===== config.mk =====
export PLATFORM = sky130hd
export DESIGN_NAME = shortest_queue_dispatcher_top
export DESIGN_NICKNAME = d
export VERILOG_FILES = /design/src/sv/sqd_pkg.sv /design/src/sv/sqd_ram.sv /design/src/sv/sqd_dp.sv /design/src/sv/sqd_ctrl.sv /design/src/sv/shortest_queue_dispatcher_top.sv
export SDC_FILE = /design/constraint.sdc
export NUM_CORES = 1
export LEC_CHECK = 0
export BUFFER_PORTS_ARGS = -buffer_cell sky130_fd_sc_hd__buf_2
export CAP_MARGIN = 10
export CORE_UTILIZATION = 60
export DETAILED_ROUTE_END_ITERATION = 8
export PLACE_DENSITY = 0.77
export SYNTH_ARGS = -nofsm -noshare
export SYNTH_HDL_FRONTEND = slang
export SYNTH_SLANG_ARGS = --single-unit

===== constraint.sdc =====
create_clock -name i_clk -period 13.4 [get_ports i_clk]
set_input_delay 0 -clock i_clk [delete_from_list [all_inputs] [get_ports i_clk]]
set_output_delay 0 -clock i_clk [all_outputs]
set_load 0.05 [all_outputs]

===== src/sv/sqd_pkg.sv =====
package sqd_pkg;

    localparam int ACTION_W  = 3;
    localparam int ARRIVAL_W = 8;
    localparam int GROUP_W   = 8;
    localparam int QI_W      = 4;
    localparam int POS_W     = 16;
    localparam int CHOSEN_W  = 4;
    localparam int STATUS_W  = 3;
    localparam int WAIT_W    = 24;
    localparam int TOTAL_W   = 20;
    localparam int ACTIVE_W  = 5;
    localparam int SERVICE_W = 8;
    localparam int CFG_ADDR_W = 1;
    localparam int CFG_DATA_W = 8;

    localparam int S_FIELDS_W = ACTION_W + ARRIVAL_W + GROUP_W + QI_W + POS_W;
    localparam int S_TDATA_W  = ((S_FIELDS_W + 7) / 8) * 8;
    localparam int M_FIELDS_W = CHOSEN_W + STATUS_W + WAIT_W + WAIT_W + TOTAL_W;
    localparam int M_TDATA_W  = ((M_FIELDS_W + 7) / 8) * 8;
    localparam int M_PAD_W    = M_TDATA_W - M_FIELDS_W;

    localparam logic [ACTION_W-1:0] ACT_INSERT = 3'd0;
    localparam logic [ACTION_W-1:0] ACT_TICK   = 3'd1;
    localparam logic [ACTION_W-1:0] ACT_REBAL  = 3'd2;
    localparam logic [ACTION_W-1:0] ACT_SHIFT  = 3'd3;
    localparam logic [ACTION_W-1:0] ACT_QUERY  = 3'd4;

    localparam logic [STATUS_W-1:0] ST_DONE     = 3'd0;
    localparam logic [STATUS_W-1:0] ST_NOT_LAST = 3'd1;
    localparam logic [STATUS_W-1:0] ST_MOVED    = 3'd2;
    localparam logic [STATUS_W-1:0] ST_BEST     = 3'd3;
    localparam logic [STATUS_W-1:0] ST_BAD_POS  = 3'd4;

    localparam logic [CFG_ADDR_W-1:0] CFG_ACTIVE  = 1'b0;
    localparam logic [CFG_ADDR_W-1:0] CFG_SERVICE = 1'b1;

    localparam logic [WAIT_W-1:0]  WAIT_MAX  = 24'hFFFFFF;
    localparam logic [TOTAL_W-1:0] TOTAL_MAX = 20'hFFFFF;

    typedef enum logic [2:0] {
        WR_NONE,
        WR_INS,
        WR_MIN_INC,
        WR_TGT_DEC,
        WR_TICK,
        WR_SHIFT_DST,
        WR_SHIFT_SRC
    } t_wr;

    typedef enum logic [1:0] {
        MUL_POS,
        MUL_RD,
        MUL_DST
    } t_mul;

    typedef struct packed {
        logic                load;
        logic                scan_start;
        logic                item_inc;
        logic                remain_dec;
        logic                chosen_min;
        logic                status_set;
        logic [STATUS_W-1:0] status_code;
        t_wr                 wr_sel;
        logic                mul_go;
        t_mul                mul_sel;
        logic                wcur_ld;
        logic                wnew_ld;
        logic                out_load;
    } t_cmd;

    typedef struct packed {
        logic [ACTION_W-1:0] action;
        logic                scan_done;
        logic                remain_zero;
        logic                remain_last;
        logic                item_last;
        logic                qi_ok;
        logic                pos_lt;
        logic                pos_eq;
        logic                move_ok;
        logic                min_lt_cap;
        logic                out_free;
    } t_sts;

endpackage


===== src/sv/sqd_ram.sv =====
module sqd_ram #(
    parameter int WIDTH = 16,
    parameter int DEPTH = 16,
    localparam int AW = (DEPTH > 1) ? $clog2(DEPTH) : 1
) (
    input  logic             i_clk,
    input  logic             i_we,
    input  logic [AW-1:0]    i_waddr,
    input  logic [WIDTH-1:0] i_wdata,
    input  logic [AW-1:0]    i_raddr,
    output logic [WIDTH-1:0] o_rdata
);

    logic [WIDTH-1:0] r_mem [DEPTH];
    logic [WIDTH-1:0] r_rdata;

    always_ff @(posedge i_clk) begin
        if (i_we) begin
            r_mem[i_waddr] <= i_wdata;
        end
        r_rdata <= r_mem[i_raddr];
    end

    assign o_rdata = r_rdata;

endmodule


===== src/sv/sqd_dp.sv =====
module sqd_dp
    import sqd_pkg::*;
#(
    parameter int NUM_QUEUES  = 16,
    parameter int COUNT_WIDTH = 16,
    localparam int QW = $clog2(NUM_QUEUES),
    localparam int NW = $clog2(NUM_QUEUES + 1)
) (
    input  logic                 i_clk,
    input  logic                 i_rst_n,
    input  t_cmd                 i_cmd,
    output t_sts                 o_sts,
    input  logic [NW-1:0]        i_n,
    input  logic [SERVICE_W-1:0] i_service,
    input  logic [S_TDATA_W-1:0] i_s_tdata,
    output logic                 o_m_tvalid,
    input  logic                 i_m_tready,
    output logic [M_TDATA_W-1:0] o_m_tdata
);

    localparam int CW   = COUNT_WIDTH;
    localparam int CW1  = CW + 1;
    localparam int QIW  = (QW > QI_W) ? QW : QI_W;
    localparam int CMPW = (NW > QIW) ? NW : QIW;
    localparam int MW   = (CW > POS_W) ? CW : POS_W;
    localparam int PW   = MW + SERVICE_W;
    localparam int SW   = ((CW > TOTAL_W) ? CW : TOTAL_W) + 1;

    logic [ACTION_W-1:0]  r_action;
    logic [GROUP_W-1:0]   r_group;
    logic [QI_W-1:0]      r_qi;
    logic [POS_W-1:0]     r_pos;
    logic [ARRIVAL_W-1:0] r_remain;
    logic [QW-1:0]        r_item;
    logic [QW-1:0]        r_chosen;
    logic [STATUS_W-1:0]  r_status;
    logic [WAIT_W-1:0]    r_wcur;
    logic [WAIT_W-1:0]    r_wnew;
    logic [PW-1:0]        r_prod;
    logic                 r_scan_active;
    logic [NW-1:0]        r_scan_idx;
    logic                 r_scan_dv;
    logic [QW-1:0]        r_scan_didx;
    logic [CW-1:0]        r_min_val;
    logic [QW-1:0]        r_min_idx;
    logic [CW-1:0]        r_cap;
    logic [TOTAL_W-1:0]   r_sum;
    logic [QW-1:0]        r_raddr_q;
    logic [NUM_QUEUES-1:0] r_vld;
    logic                 r_m_valid;
    logic [M_TDATA_W-1:0] r_m_data;

    logic [CW-1:0]      unit;
    logic [QIW-1:0]     qi_ext;
    logic [QW-1:0]      tgt;
    logic [QW-1:0]      rd_addr;
    logic [CW-1:0]      ram_q;
    logic [CW-1:0]      rd_data;
    logic [CW1-1:0]     ins_sum;
    logic [CW-1:0]      ins_val;
    logic [CW-1:0]      dst_val;
    logic               wr_en;
    logic [QW-1:0]      wr_addr;
    logic [CW-1:0]      wr_data;
    logic [MW-1:0]      operand;
    logic [WAIT_W-1:0]  prod_sat;
    logic [SW-1:0]      sum_ext;
    logic [TOTAL_W-1:0] n_sum;
    logic [CHOSEN_W-1:0] chosen_out;
    logic [QIW-1:0]     chosen_ext;
    logic               out_free;

    assign unit    = (r_group == '0) ? CW'(1) : CW'(r_group);
    assign qi_ext  = QIW'(r_qi);
    assign tgt     = (r_action == ACT_SHIFT || r_action == ACT_QUERY) ? qi_ext[QW-1:0] : r_item;
    assign rd_addr = r_scan_active ? r_scan_idx[QW-1:0] : tgt;
    assign rd_data = r_vld[r_raddr_q] ? ram_q : '0;
    assign ins_sum = CW1'(r_min_val) + CW1'(unit);
    assign ins_val = ins_sum[CW] ? {CW{1'b1}} : ins_sum[CW-1:0];
    assign dst_val = r_min_val + unit;

    always_comb begin
        wr_en   = 1'b0;
        wr_addr = r_min_idx;
        wr_data = ins_val;
        case (i_cmd.wr_sel)
            WR_INS: begin
                wr_en = 1'b1;
            end
            WR_MIN_INC: begin
                wr_en   = 1'b1;
                wr_data = r_min_val + CW'(1);
            end
            WR_TGT_DEC: begin
                wr_en   = 1'b1;
                wr_addr = tgt;
                wr_data = r_cap - CW'(1);
            end
            WR_TICK: begin
                wr_en   = (rd_data != '0);
                wr_addr = tgt;
                wr_data = rd_data - CW'(1);
            end
            WR_SHIFT_DST: begin
                wr_en   = 1'b1;
                wr_data = dst_val;
            end
            WR_SHIFT_SRC: begin
                wr_en   = 1'b1;
                wr_addr = tgt;
                wr_data = r_cap - unit;
            end
            default: begin
                wr_en = 1'b0;
            end
        endcase
    end

    always_comb begin
        case (i_cmd.mul_sel)
            MUL_POS: operand = MW'(r_pos);
            MUL_RD:  operand = MW'(rd_data);
            MUL_DST: operand = MW'(dst_val);
            default: operand = '0;
        endcase
    end

    assign prod_sat   = (r_prod > PW'(WAIT_MAX)) ? WAIT_MAX : r_prod[WAIT_W-1:0];
    assign sum_ext    = SW'(r_sum) + SW'(rd_data);
    assign n_sum      = (sum_ext > SW'(TOTAL_MAX)) ? TOTAL_MAX : sum_ext[TOTAL_W-1:0];
    assign chosen_ext = QIW'(r_chosen);
    assign chosen_out = chosen_ext[CHOSEN_W-1:0];
    assign out_free   = !r_m_valid || i_m_tready;

    sqd_ram #(
        .WIDTH (CW),
        .DEPTH (NUM_QUEUES)
    ) u_count_ram (
        .i_clk   (i_clk),
        .i_we    (wr_en),
        .i_waddr (wr_addr),
        .i_wdata (wr_data),
        .i_raddr (rd_addr),
        .o_rdata (ram_q)
    );

    always_ff @(posedge i_clk) begin
        if (!i_rst_n) begin
            r_scan_active <= 1'b0;
            r_scan_dv     <= 1'b0;
            r_vld         <= '0;
            r_m_valid     <= 1'b0;
        end else begin
            r_scan_dv <= r_scan_active;
            if (i_cmd.scan_start) begin
                r_scan_active <= 1'b1;
            end else if (r_scan_active && r_scan_idx == i_n - NW'(1)) begin
                r_scan_active <= 1'b0;
            end
            if (wr_en) begin
                r_vld[wr_addr] <= 1'b1;
            end
            if (i_cmd.out_load) begin
                r_m_valid <= 1'b1;
            end else if (i_m_tready) begin
                r_m_valid <= 1'b0;
            end
        end
    end

    always_ff @(posedge i_clk) begin
        r_raddr_q   <= rd_addr;
        r_scan_didx <= r_scan_idx[QW-1:0];
        if (i_cmd.scan_start) begin
            r_scan_idx <= '0;
            r_sum      <= '0;
        end else if (r_scan_active) begin
            r_scan_idx <= r_scan_idx + NW'(1);
        end
        if (r_scan_dv) begin
            if (r_scan_didx == '0 || rd_data <= r_min_val) begin
                r_min_val <= rd_data;
                r_min_idx <= r_scan_didx;
            end
            r_sum <= n_sum;
            if (r_scan_didx == tgt) begin
                r_cap <= rd_data;
            end
        end
        if (i_cmd.load) begin
            r_action <= i_s_tdata[2:0];
            r_remain <= i_s_tdata[10:3];
            r_group  <= i_s_tdata[18:11];
            r_qi     <= i_s_tdata[22:19];
            r_pos    <= i_s_tdata[38:23];
            r_item   <= '0;
            r_chosen <= '0;
            r_status <= ST_DONE;
            r_wcur   <= '0;
            r_wnew   <= '0;
        end else begin
            if (i_cmd.item_inc) begin
                r_item <= r_item + QW'(1);
            end
            if (i_cmd.remain_dec) begin
                r_remain <= r_remain - ARRIVAL_W'(1);
            end
            if (i_cmd.chosen_min) begin
                r_chosen <= r_min_idx;
            end
            if (i_cmd.status_set) begin
                r_status <= i_cmd.status_code;
            end
            if (i_cmd.wcur_ld) begin
                r_wcur <= prod_sat;
            end
            if (i_cmd.wnew_ld) begin
                r_wnew <= prod_sat;
            end
        end
        if (i_cmd.mul_go) begin
            r_prod <= PW'(i_service) * PW'(operand);
        end
        if (i_cmd.out_load) begin
            r_m_data <= {{M_PAD_W{1'b0}}, r_sum, r_wnew, r_wcur, r_status, chosen_out};
        end
    end

    assign o_sts.action      = r_action;
    assign o_sts.scan_done   = !r_scan_active && !r_scan_dv;
    assign o_sts.remain_zero = (r_remain == '0);
    assign o_sts.remain_last = (r_remain == ARRIVAL_W'(1));
    assign o_sts.item_last   = (NW'(r_item) == i_n - NW'(1));
    assign o_sts.qi_ok       = (CMPW'(r_qi) < CMPW'(i_n));
    assign o_sts.pos_lt      = (MW'(r_pos) < MW'(r_cap));
    assign o_sts.pos_eq      = (MW'(r_pos) == MW'(r_cap));
    assign o_sts.move_ok     = (CW1'(r_min_val) + CW1'(r_group)) < CW1'(r_cap);
    assign o_sts.min_lt_cap  = (r_min_val < r_cap);
    assign o_sts.out_free    = out_free;

    assign o_m_tvalid = r_m_valid;
    assign o_m_tdata  = r_m_data;

    a_no_write_in_scan: assert property (@(posedge i_clk) disable iff (!i_rst_n)
        wr_en |-> !r_scan_active && !r_scan_dv)
        else $error("counter write during scan");

    a_scan_in_range: assert property (@(posedge i_clk) disable iff (!i_rst_n)
        r_scan_active |-> r_scan_idx < i_n)
        else $error("scan index beyond active queues");

    a_load_when_free: assert property (@(posedge i_clk) disable iff (!i_rst_n)
        i_cmd.out_load |-> out_free)
        else $error("result overwritten before taken");

endmodule


===== src/sv/sqd_ctrl.sv =====
module sqd_ctrl
    import sqd_pkg::*;
(
    input  logic i_clk,
    input  logic i_rst_n,
    input  logic i_s_tvalid,
    output logic o_s_tready,
    input  t_sts i_sts,
    output t_cmd o_cmd
);

    typedef enum logic [4:0] {
        S_IDLE,
        S_DISP,
        S_SCAN,
        S_SWAIT,
        S_INS_WR,
        S_RB_CHK,
        S_RB_DEC,
        S_TK_RD,
        S_TK_WR,
        S_SH_CHK,
        S_SH_WC,
        S_SH_DST,
        S_SH_SRC,
        S_Q_RD,
        S_Q_MUL,
        S_Q_WC,
        S_TOT,
        S_TWAIT,
        S_OUT
    } t_state;

    t_state r_state;
    t_state n_state;
    t_cmd   cmd;

    always_comb begin
        n_state = r_state;
        cmd     = '0;
        unique case (r_state)
            S_IDLE: begin
                if (i_s_tvalid) begin
                    cmd.load = 1'b1;
                    n_state  = S_DISP;
                end
            end
            S_DISP: begin
                case (i_sts.action)
                    ACT_INSERT: n_state = i_sts.remain_zero ? S_TOT : S_SCAN;
                    ACT_TICK:   n_state = S_TK_RD;
                    ACT_REBAL:  n_state = S_SCAN;
                    ACT_SHIFT: begin
                        if (i_sts.qi_ok) begin
                            n_state = S_SCAN;
                        end else begin
                            cmd.status_set  = 1'b1;
                            cmd.status_code = ST_BAD_POS;
                            n_state         = S_TOT;
                        end
                    end
                    ACT_QUERY:  n_state = i_sts.qi_ok ? S_Q_RD : S_TOT;
                    default:    n_state = S_TOT;
                endcase
            end
            S_SCAN: begin
                cmd.scan_start = 1'b1;
                n_state        = S_SWAIT;
            end
            S_SWAIT: begin
                if (i_sts.scan_done) begin
                    case (i_sts.action)
                        ACT_INSERT: n_state = S_INS_WR;
                        ACT_REBAL:  n_state = S_RB_CHK;
                        default:    n_state = S_SH_CHK;
                    endcase
                end
            end
            S_INS_WR: begin
                cmd.wr_sel     = WR_INS;
                cmd.chosen_min = 1'b1;
                cmd.remain_dec = 1'b1;
                n_state        = i_sts.remain_last ? S_TOT : S_SCAN;
            end
            S_RB_CHK: begin
                if (i_sts.min_lt_cap) begin
                    cmd.wr_sel = WR_MIN_INC;
                    n_state    = S_RB_DEC;
                end else begin
                    cmd.item_inc = 1'b1;
                    n_state      = i_sts.item_last ? S_TOT : S_SCAN;
                end
            end
            S_RB_DEC: begin
                cmd.wr_sel   = WR_TGT_DEC;
                cmd.item_inc = 1'b1;
                n_state      = i_sts.item_last ? S_TOT : S_SCAN;
            end
            S_TK_RD: begin
                n_state = S_TK_WR;
            end
            S_TK_WR: begin
                cmd.wr_sel   = WR_TICK;
                cmd.item_inc = 1'b1;
                n_state      = i_sts.item_last ? S_TOT : S_TK_RD;
            end
            S_SH_CHK: begin
                if (!i_sts.pos_lt && !i_sts.pos_eq) begin
                    cmd.status_set  = 1'b1;
                    cmd.status_code = ST_BAD_POS;
                    n_state         = S_TOT;
                end else begin
                    cmd.mul_go  = 1'b1;
                    cmd.mul_sel = MUL_POS;
                    n_state     = S_SH_WC;
                end
            end
            S_SH_WC: begin
                cmd.wcur_ld = 1'b1;
                if (i_sts.pos_lt) begin
                    cmd.status_set  = 1'b1;
                    cmd.status_code = ST_NOT_LAST;
                    n_state         = S_TOT;
                end else if (i_sts.move_ok) begin
                    n_state = S_SH_DST;
                end else begin
                    cmd.status_set  = 1'b1;
                    cmd.status_code = ST_BEST;
                    n_state         = S_TOT;
                end
            end
            S_SH_DST: begin
                cmd.wr_sel      = WR_SHIFT_DST;
                cmd.chosen_min  = 1'b1;
                cmd.status_set  = 1'b1;
                cmd.status_code = ST_MOVED;
                cmd.mul_go      = 1'b1;
                cmd.mul_sel     = MUL_DST;
                n_state         = S_SH_SRC;
            end
            S_SH_SRC: begin
                cmd.wr_sel  = WR_SHIFT_SRC;
                cmd.wnew_ld = 1'b1;
                n_state     = S_TOT;
            end
            S_Q_RD: begin
                n_state = S_Q_MUL;
            end
            S_Q_MUL: begin
                cmd.mul_go  = 1'b1;
                cmd.mul_sel = MUL_RD;
                n_state     = S_Q_WC;
            end
            S_Q_WC: begin
                cmd.wcur_ld = 1'b1;
                n_state     = S_TOT;
            end
            S_TOT: begin
                cmd.scan_start = 1'b1;
                n_state        = S_TWAIT;
            end
            S_TWAIT: begin
                if (i_sts.scan_done) begin
                    n_state = S_OUT;
                end
            end
            S_OUT: begin
                if (i_sts.out_free) begin
                    cmd.out_load = 1'b1;
                    n_state      = S_IDLE;
                end
            end
            default: begin
                n_state = S_IDLE;
            end
        endcase
    end

    always_ff @(posedge i_clk) begin
        if (!i_rst_n) begin
            r_state <= S_IDLE;
        end else begin
            r_state <= n_state;
        end
    end

    assign o_s_tready = (r_state == S_IDLE);
    assign o_cmd      = cmd;

    a_accept_leaves_idle: assert property (@(posedge i_clk) disable iff (!i_rst_n)
        (i_s_tvalid && o_s_tready) |=> r_state == S_DISP)
        else $error("request accepted but not dispatched");

    a_idle_quiet: assert property (@(posedge i_clk) disable iff (!i_rst_n)
        (r_state == S_IDLE) |-> (cmd.wr_sel == WR_NONE && !cmd.scan_start && !cmd.out_load))
        else $error("datapath command while idle");

    a_scan_wait_holds: assert property (@(posedge i_clk) disable iff (!i_rst_n)
        ((r_state == S_SWAIT || r_state == S_TWAIT) && !i_sts.scan_done)
        |=> r_state == $past(r_state))
        else $error("left scan wait before scan finished");

endmodule


===== src/sv/shortest_queue_dispatcher_top.sv =====
// one request at a time; s_tready is high only while no request is in work
// insert: a scan and a counter write per arrival, then the total scan before m_tvalid
// serve tick: a read and a write per active queue; rebalance: a scan per queue plus two writes per unit moved
// shift: only the total scan when out of range, else scan, wait product and move; wait query: read and product
// each scan goes through the single read port of the counter memory, one counter a cycle
// synchronous reset clears all counters through valid bits, active queues 16, service time 1
module shortest_queue_dispatcher_top
    import sqd_pkg::*;
#(
    parameter int NUM_QUEUES  = 16,
    parameter int COUNT_WIDTH = 16
) (
    input  logic                  i_clk,
    input  logic                  i_rst_n,
    input  logic                  s_tvalid,
    output logic                  s_tready,
    // action, arrivals, group_size, queue_index, position
    input  logic [S_TDATA_W-1:0]  s_tdata,
    output logic                  m_tvalid,
    input  logic                  m_tready,
    // chosen_queue, status, wait_current, wait_new, total_occupancy
    output logic [M_TDATA_W-1:0]  m_tdata,
    input  logic                  i_cfg_we,
    input  logic [CFG_ADDR_W-1:0] i_cfg_addr,
    input  logic [CFG_DATA_W-1:0] i_cfg_wdata
);

    localparam int NW  = $clog2(NUM_QUEUES + 1);
    localparam int AXW = (NW > ACTIVE_W) ? NW : ACTIVE_W;

    logic [ACTIVE_W-1:0]  r_active;
    logic [SERVICE_W-1:0] r_service;
    logic [AXW-1:0]       active_ext;
    logic [NW-1:0]        eff_n;
    t_cmd                 cmd;
    t_sts                 sts;

    always_ff @(posedge i_clk) begin
        if (!i_rst_n) begin
            r_active  <= ACTIVE_W'(16);
            r_service <= SERVICE_W'(1);
        end else if (i_cfg_we) begin
            unique case (i_cfg_addr)
                CFG_ACTIVE:  r_active  <= i_cfg_wdata[ACTIVE_W-1:0];
                CFG_SERVICE: r_service <= i_cfg_wdata[SERVICE_W-1:0];
                default:     r_service <= r_service;
            endcase
        end
    end

    assign active_ext = AXW'(r_active);

    always_comb begin
        if (active_ext == '0) begin
            eff_n = NW'(1);
        end else if (active_ext > AXW'(NUM_QUEUES)) begin
            eff_n = NW'(NUM_QUEUES);
        end else begin
            eff_n = NW'(active_ext);
        end
    end

    sqd_ctrl u_ctrl (
        .i_clk      (i_clk),
        .i_rst_n    (i_rst_n),
        .i_s_tvalid (s_tvalid),
        .o_s_tready (s_tready),
        .i_sts      (sts),
        .o_cmd      (cmd)
    );

    sqd_dp #(
        .NUM_QUEUES  (NUM_QUEUES),
        .COUNT_WIDTH (COUNT_WIDTH)
    ) u_dp (
        .i_clk      (i_clk),
        .i_rst_n    (i_rst_n),
        .i_cmd      (cmd),
        .o_sts      (sts),
        .i_n        (eff_n),
        .i_service  (r_service),
        .i_s_tdata  (s_tdata),
        .o_m_tvalid (m_tvalid),
        .i_m_tready (m_tready),
        .o_m_tdata  (m_tdata)
    );

endmodule


==> qor.txt, run 1 <==
Via count = 22510
Post-CTS Setup Bufs = 0
MaxCap Viol Count = 0
Syn avg cell area = 11.31 um2
Post-route insts no fill = 3596
Drt total wl = 83570 um
Crit-path max cell delay = 0.77 ns
Num Clock Sinks = 575
Top-area cell type share of the netlist area = 44.21%
Share of layout cells above drive strength 1 = 10.81%
ANT nets after route = 0
Hold Crit Depth = 2
Inserted Clock Buffers = 56
Leak = 0.01376 uW
Clk_lat worst skew = 0.65 ns
Maximum VDD drop = 0.3186 mV
Die area = 0.05185 mm2
Synth Register Bits = 575
Drt wl/cell = 23.24 um
CP Launch Type = flip-flop
Area grow syn2layout = 13.31%
Post-synthesis sequential area ratio = 52.39%
Clock root buffer master = clkbuf_16
Final period util = 64.73%
CTS clk-pin slew, worst paths = 0.06 ns
1st-iter DRT viols = 2302
Slew HR = 11.99%
Gpl congestion = 0.9527
Total negative slack = 0 ns
Worst EP arrival = 9.07 ns
Htree depth = 2
Synth Instances = 2702
Antenna Cells = 0
Chip height = 227.7 um
Fmax = 0.1153 GHz
Synth top area cells = edfxtp_1 (44%), dfxtp_1 (8.2%), ha_1 (6.2%)
Initial DRT Pass Iterations = 6
Multi-input combinational cell area = 0.01353 mm2
Worst Clk Skew = 0.04456 ns
Residual DRC = 0
Total core area = 0.05017 mm2
First-pass GRT wire length = 127400 um
Vias in the first global route = 22310
Detailed placer's ending HPWL = 56290 um
Count of cell types in the netlist = 82
Final setup viols = 0
CP Capture Type = flip-flop
Placed Cells = 3419
Measured slew at the worst slew-check pin = 1.314 ns
Max Root-Sink Buffers = 3
Hold Crit Start = s_tdata[1]
Vias/cell = 6.259
Post-Route Utilization = 69.04%
Cell seen most often among critical-path stages = fa_1
Global Route Usage Sum = 31.88%
CP max-delay cell = a21oi_1
Resized cells post-CTS = 0
Final net count = 3173
Synth Flop Type = edfxtp_1
Sequential Area = 0.01602 mm2
Number of synthesized flops with an enable pin = 450
Asr flop ratio synth = 0%
Flop2flop setup slack = 4.73 ns
Worst-path fanout max = 8
RSZ-0062 raised after global routing = false
Worst r2r dst = u_dp.r_prod[22]$_DFFE_PP_
Largest net degree at the start of global routing = 99
Worst min path class = input pin to flip-flop
Row Count = 82
Hold Crit Endpoint = u_dp.r_action[1]$_DFFE_PP_
Max-slew violation count = 0
Number of port buffers = 129
Launching point of the worst reg2reg path = u_dp.r_group[1]$_DFFE_PP_
Initial Utilization = 60.93%
Antenna violations before repair = 0
Die Wd = 227.7 um
Filler cell count = 3527
Status = finished, final reports clean
Grt ovf = 0
Hold-fix buffers at CTS = 68
Final-report hold violation count = 0
Kind of critical path = flip-flop to flip-flop
Reg2reg path depth = 28
Post-synthesis cell area = 0.03057 mm2
Tmin final = 8.674 ns
Pwr/cell area = 192.6 mW/mm2
Critical Path RT = 13.79 ns
Top cell type by total area after synthesis = edfxtp_1
Top Ports = 136
CTS tree = yes
Ys Warns = 0
## routing by layer
layer	vias to the layer above	routed length [um]	GRT usage (%)
met1	10990	33900	42.23
met5	-	0	0
met2	1111	40130	53.39
li1	10170	-	-
met4	0	3354	12.82
met3	233	6190	4.075
## worst max path at each step
stage,from,end,cells past startpoint
global placement,u_dp.r_group[1]$_DFFE_PP_,u_dp.r_prod[22]$_DFFE_PP_,28
detailed placement,u_dp.r_group[1]$_DFFE_PP_,u_dp.r_prod[22]$_DFFE_PP_,28
CTS,u_dp.r_group[1]$_DFFE_PP_,u_dp.r_prod[22]$_DFFE_PP_,28
finish,u_dp.r_group[1]$_DFFE_PP_,u_dp.r_prod[22]$_DFFE_PP_,28
global route,u_dp.r_group[1]$_DFFE_PP_,u_dp.r_prod[22]$_DFFE_PP_,28
floorplan,u_dp.r_group[1]$_DFFE_PP_,u_dp.r_prod[22]$_DFFE_PP_,28
## final cells by class
cell class              count  area share, %
multi-input cells        1834          39.07
clock inverters            30          1.077
flip-flops and latches    575          46.24
clock buffers              73          4.436
repair buffers            248          4.971
inverters                 164          1.781
well taps                 672          2.428
## cell families after synthesis
logic type               count (synthesis)  share of synthesized area, %
AO/OA/AOI/OAI                          607                         12.96
XOR/XNOR                               116                         3.324
adder cells (fa/ha/maj)                240                         11.98
buffers and inverters                  297                         3.823
flip-flops                             575                         52.39
multiplexers                            85                         3.049
other                                    1                       0.01227
AND/OR/NAND/NOR                        781                         12.46
## report_power, final
| group | internal (uW) | switching, uW | leakage [uW] |
|---|---|---|---|
| Clock | 930 | 706 | 0.000929 |
| Combinational | 853 | 1650 | 0.00775 |
| Sequential | 2320 | 218 | 0.00508 |
## Yosys cell counts, drive strengths merged, types with 11 or more instances
cell      n
o211ai   18
nor2    105
o21a     40
a21o     36
or2      13
a31oi    12
nand2b   25
fa       88
buf      30
a221oi   70
xor2     25
a211oi   29
o21ai   108
dfxtp   125
a22oi    17
nand2   298
edfxtp  450
nor3     56
xnor2    91
ha      152
a21oi   202
clkbuf  103
inv     164
or4      19
mux2i    77
nand3    48
nor4     14
nor2b    50
nand4    21
and2     98
and3     11
## sequential cells by signal (all words and copies together) (netlist names), 5 cells and up
signal	count
r_service	8
u_dp.r_cap	16
u_dp.u_count_ram.r_mem	256
u_dp.r_scan_idx	5
u_dp.r_group	8
u_dp.o_m_tdata	75
u_dp.r_pos	16
u_dp.r_sum	20
u_dp.r_vld	16
u_dp.r_wcur	24
u_ctrl.r_state	5
u_dp.r_remain	8
active_ext	5
u_dp.u_count_ram.o_rdata	16
u_dp.r_prod	24
u_dp.r_min_val	16
u_dp.r_wnew	24
## metrics by stage
stage / cell area (um2) / power, uW / worst slack (ns) / hold WS, ns
global route: 34640 / 6976 / 4.411 / 0.07454
CTS: 34580 / 6627 / 4.851 / 0.04451
detailed placement: 31990 / 4965 / 4.875 / 0.1787
global placement: 31990 / 4873 / 5.068 / 0.1775
finish: 34640 / 6671 / 4.726 / 0.06841
floorplan: 30580 / 4206 / 6.291 / 0.09887
## cells in the final DEF, fill, tap and decap left out, types with 28 or more instances in the layout
master and count:
edfxtp_1 450, nand2_1 298, a21oi_1 201, inv_1 161
ha_1 152, buf_2 129, dfxtp_1 125, nor2_1 105
and2_1 97, o21ai_0 96, xnor2_1 91, fa_1 88
mux2i_1 77, dlygate4sd3_1 68, a221oi_1 67, clkbuf_16 57
nor2b_1 49, nand3_1 48, buf_4 48, o21a_1 39
nor3_1 38, a21o_1 36, a211oi_1 28
## worst max-delay path, delay by kind of cell, from the launching register on
kind	cells	cell delay [ns]
compound gates	9	3.15
xor+xnor	2	0.18
fa+ha+maj	7	2.95
buf+inv	3	0.15
flops	1	0.49
simple gates	7	1.51
No activity file was read; power rests on OpenSTA's default activity.
==> run 2, diff against run 1 <==
==> constraint.sdc (replaced) <==
create_clock -name i_clk -period 8.3 [get_ports i_clk]
set_input_delay 0 -clock i_clk [delete_from_list [all_inputs] [get_ports i_clk]]
set_output_delay 0 -clock i_clk [all_outputs]
set_load 0.05 [all_outputs]
==> qor.txt, run 2 (same netlist as run 1, synthesis figures left out) <==
Number of port buffers = 129
CP Capture Type = flip-flop
CP max-delay cell = fa_1
Vias/cell = 6.194
Kind of critical path = flip-flop to flip-flop
Detailed placer's ending HPWL = 56100 um
Vias in the first global route = 22370
Share of layout cells above drive strength 1 = 11.61%
Slew HR = 16.02%
CTS tree = yes
Sequential Area = 0.01602 mm2
Inserted Clock Buffers = 56
DP Worst Slack = 0.06015 ns
CTS clk-pin slew, worst paths = 0.06 ns
Clock root buffer master = clkbuf_16
Worst Clk Skew = 0.04581 ns
Initial Utilization = 60.93%
Filler cell count = 3501
Via count = 22360
Status = finished, final reports clean
Clk_lat worst skew = 0.64 ns
Measured slew at the worst slew-check pin = 1.255 ns
Fmax = 0.1304 GHz
1st-iter DRT viols = 2032
RSZ-0062 raised after global routing = false
Worst min path class = input pin to flip-flop
Final net count = 3184
Largest Register = u_dp.u_count_ram.r_mem
Largest net degree at the start of global routing = 105
Grt ovf = 0
Area grow syn2layout = 13.97%
Worst-path fanout max = 5
Die Wd = 227.7 um
Most frequent cells in the layout = edfxtp_1 (450), nand2_1 (298), a21oi_1 (200), inv_1 (161), ha_1 (152)
Row Count = 82
Residual DRC = 0
Antenna Cells = 0
Most common cell after layout, fill and taps aside = edfxtp_1
Critical Path RT = 8.68 ns
Multi-input combinational cell area = 0.01354 mm2
Drt total wl = 82040 um
Worst EP arrival = 8.04 ns
Pwr/cell area = 313.0 mW/mm2
Final hold slack = 0.07262 ns
Tmin final = 7.666 ns
First-pass GRT wire length = 126900 um
Die area = 0.05185 mm2
Max Root-Sink Buffers = 3
Final setup viols = 0
CP Launch Type = flip-flop
Total core area = 0.05017 mm2
MaxCap Viol Count = 0
Setup WS post-layout = 0.6340 ns
Antenna violations before repair = 0
Initial DRT Pass Iterations = 6
Max-slew violation count = 0
Max reg flops = 256
Top Ports = 136
Global Route Usage Sum = 31.66%
Drt wl/cell = 22.73 um
Final-report hold violation count = 0
Total negative slack = 0 ns
Htree depth = 2
Chip height = 227.7 um
Num Clock Sinks = 575
ANT nets after route = 0
Final period util = 92.36%
Leak = 0.01387 uW
Cell seen most often among critical-path stages = fa_1
Crit-path max cell delay = 0.55 ns
Gpl congestion = 0.9677
Maximum VDD drop = 0.3905 mV
==> run 2: cell type report <==
class                           instances  area share [%]
Inverter                              164           1.771
Clock buffer                           74           4.507
Clock inverter                         32           1.311
Sequential cell                       575           45.97
Tap cell                              672           2.413
Multi-Input combinational cell       1834           38.86
Timing Repair Buffer                  259           5.168
==> run 2: final timing paths <==
kind                                      from                           end  slack, ns  cells past startpoint
setup / recovery     u_dp.r_group[1]$_DFFE_PP_     u_dp.r_prod[22]$_DFFE_PP_       0.63                     31
hold / removal                     s_tdata[19]      u_dp.qi_ext[0]$_DFFE_PP_       0.07                      2
setup reg to reg     u_dp.r_group[1]$_DFFE_PP_     u_dp.r_prod[22]$_DFFE_PP_       0.63                     31
hold reg to reg   u_dp.r_wnew[15]$_SDFFE_PP0P_  u_dp.o_m_tdata[46]$_DFFE_PP_       0.43                      0
==> run 2: what timing repair did <==
action / 4_1_cts / 5_1_grt
setup buffers: 0 / 3
hold buffers: 65 / 0
endpoints found under the setup margin: 0 / 2
endpoints found under the hold margin: 83 / 0
gates resized for setup: 0 / 4
==> run 2: worst max-delay path, delay by kind of cell (launching register included) <==
kind | cells | cell delay (ns)
compound gates | 11 | 2.41
xor+xnor | 2 | 0.26
fa+ha+maj | 7 | 2.94
buf+inv | 6 | 0.56
flops | 1 | 0.50
simple gates | 5 | 0.75
==> run 2: per-stage QoR <==
step                      utilization (%)  area (um2)  power (uW)  cells
after floorplan                         -       30580        6791   2706
after global placement              63.87       32040        7888   3427
after detailed placement            63.88       32050        8027   3428
after CTS                           69.22       34730       10800   3599
after global routing                69.44       34840       11430   3610
final                               69.44       34840       10910   3610
==> run 2: metal layers <==
metal | wire length (um) | part of all wire (%) | GRT usage (%)
met1 | 33490 | 41 | 41.37
met2 | 39410 | 48 | 52.49
met3 | 5632 | 6.9 | 4.550
met4 | 3507 | 4.3 | 14.51
met5 | 0 | 0 | 0
==> run 2: where the power goes <==
group	internal, uW	switching (uW)	leakage [uW]
clock	1620	1110	0.000982
combinational	1420	2670	0.00781
sequential	3740	338	0.00508
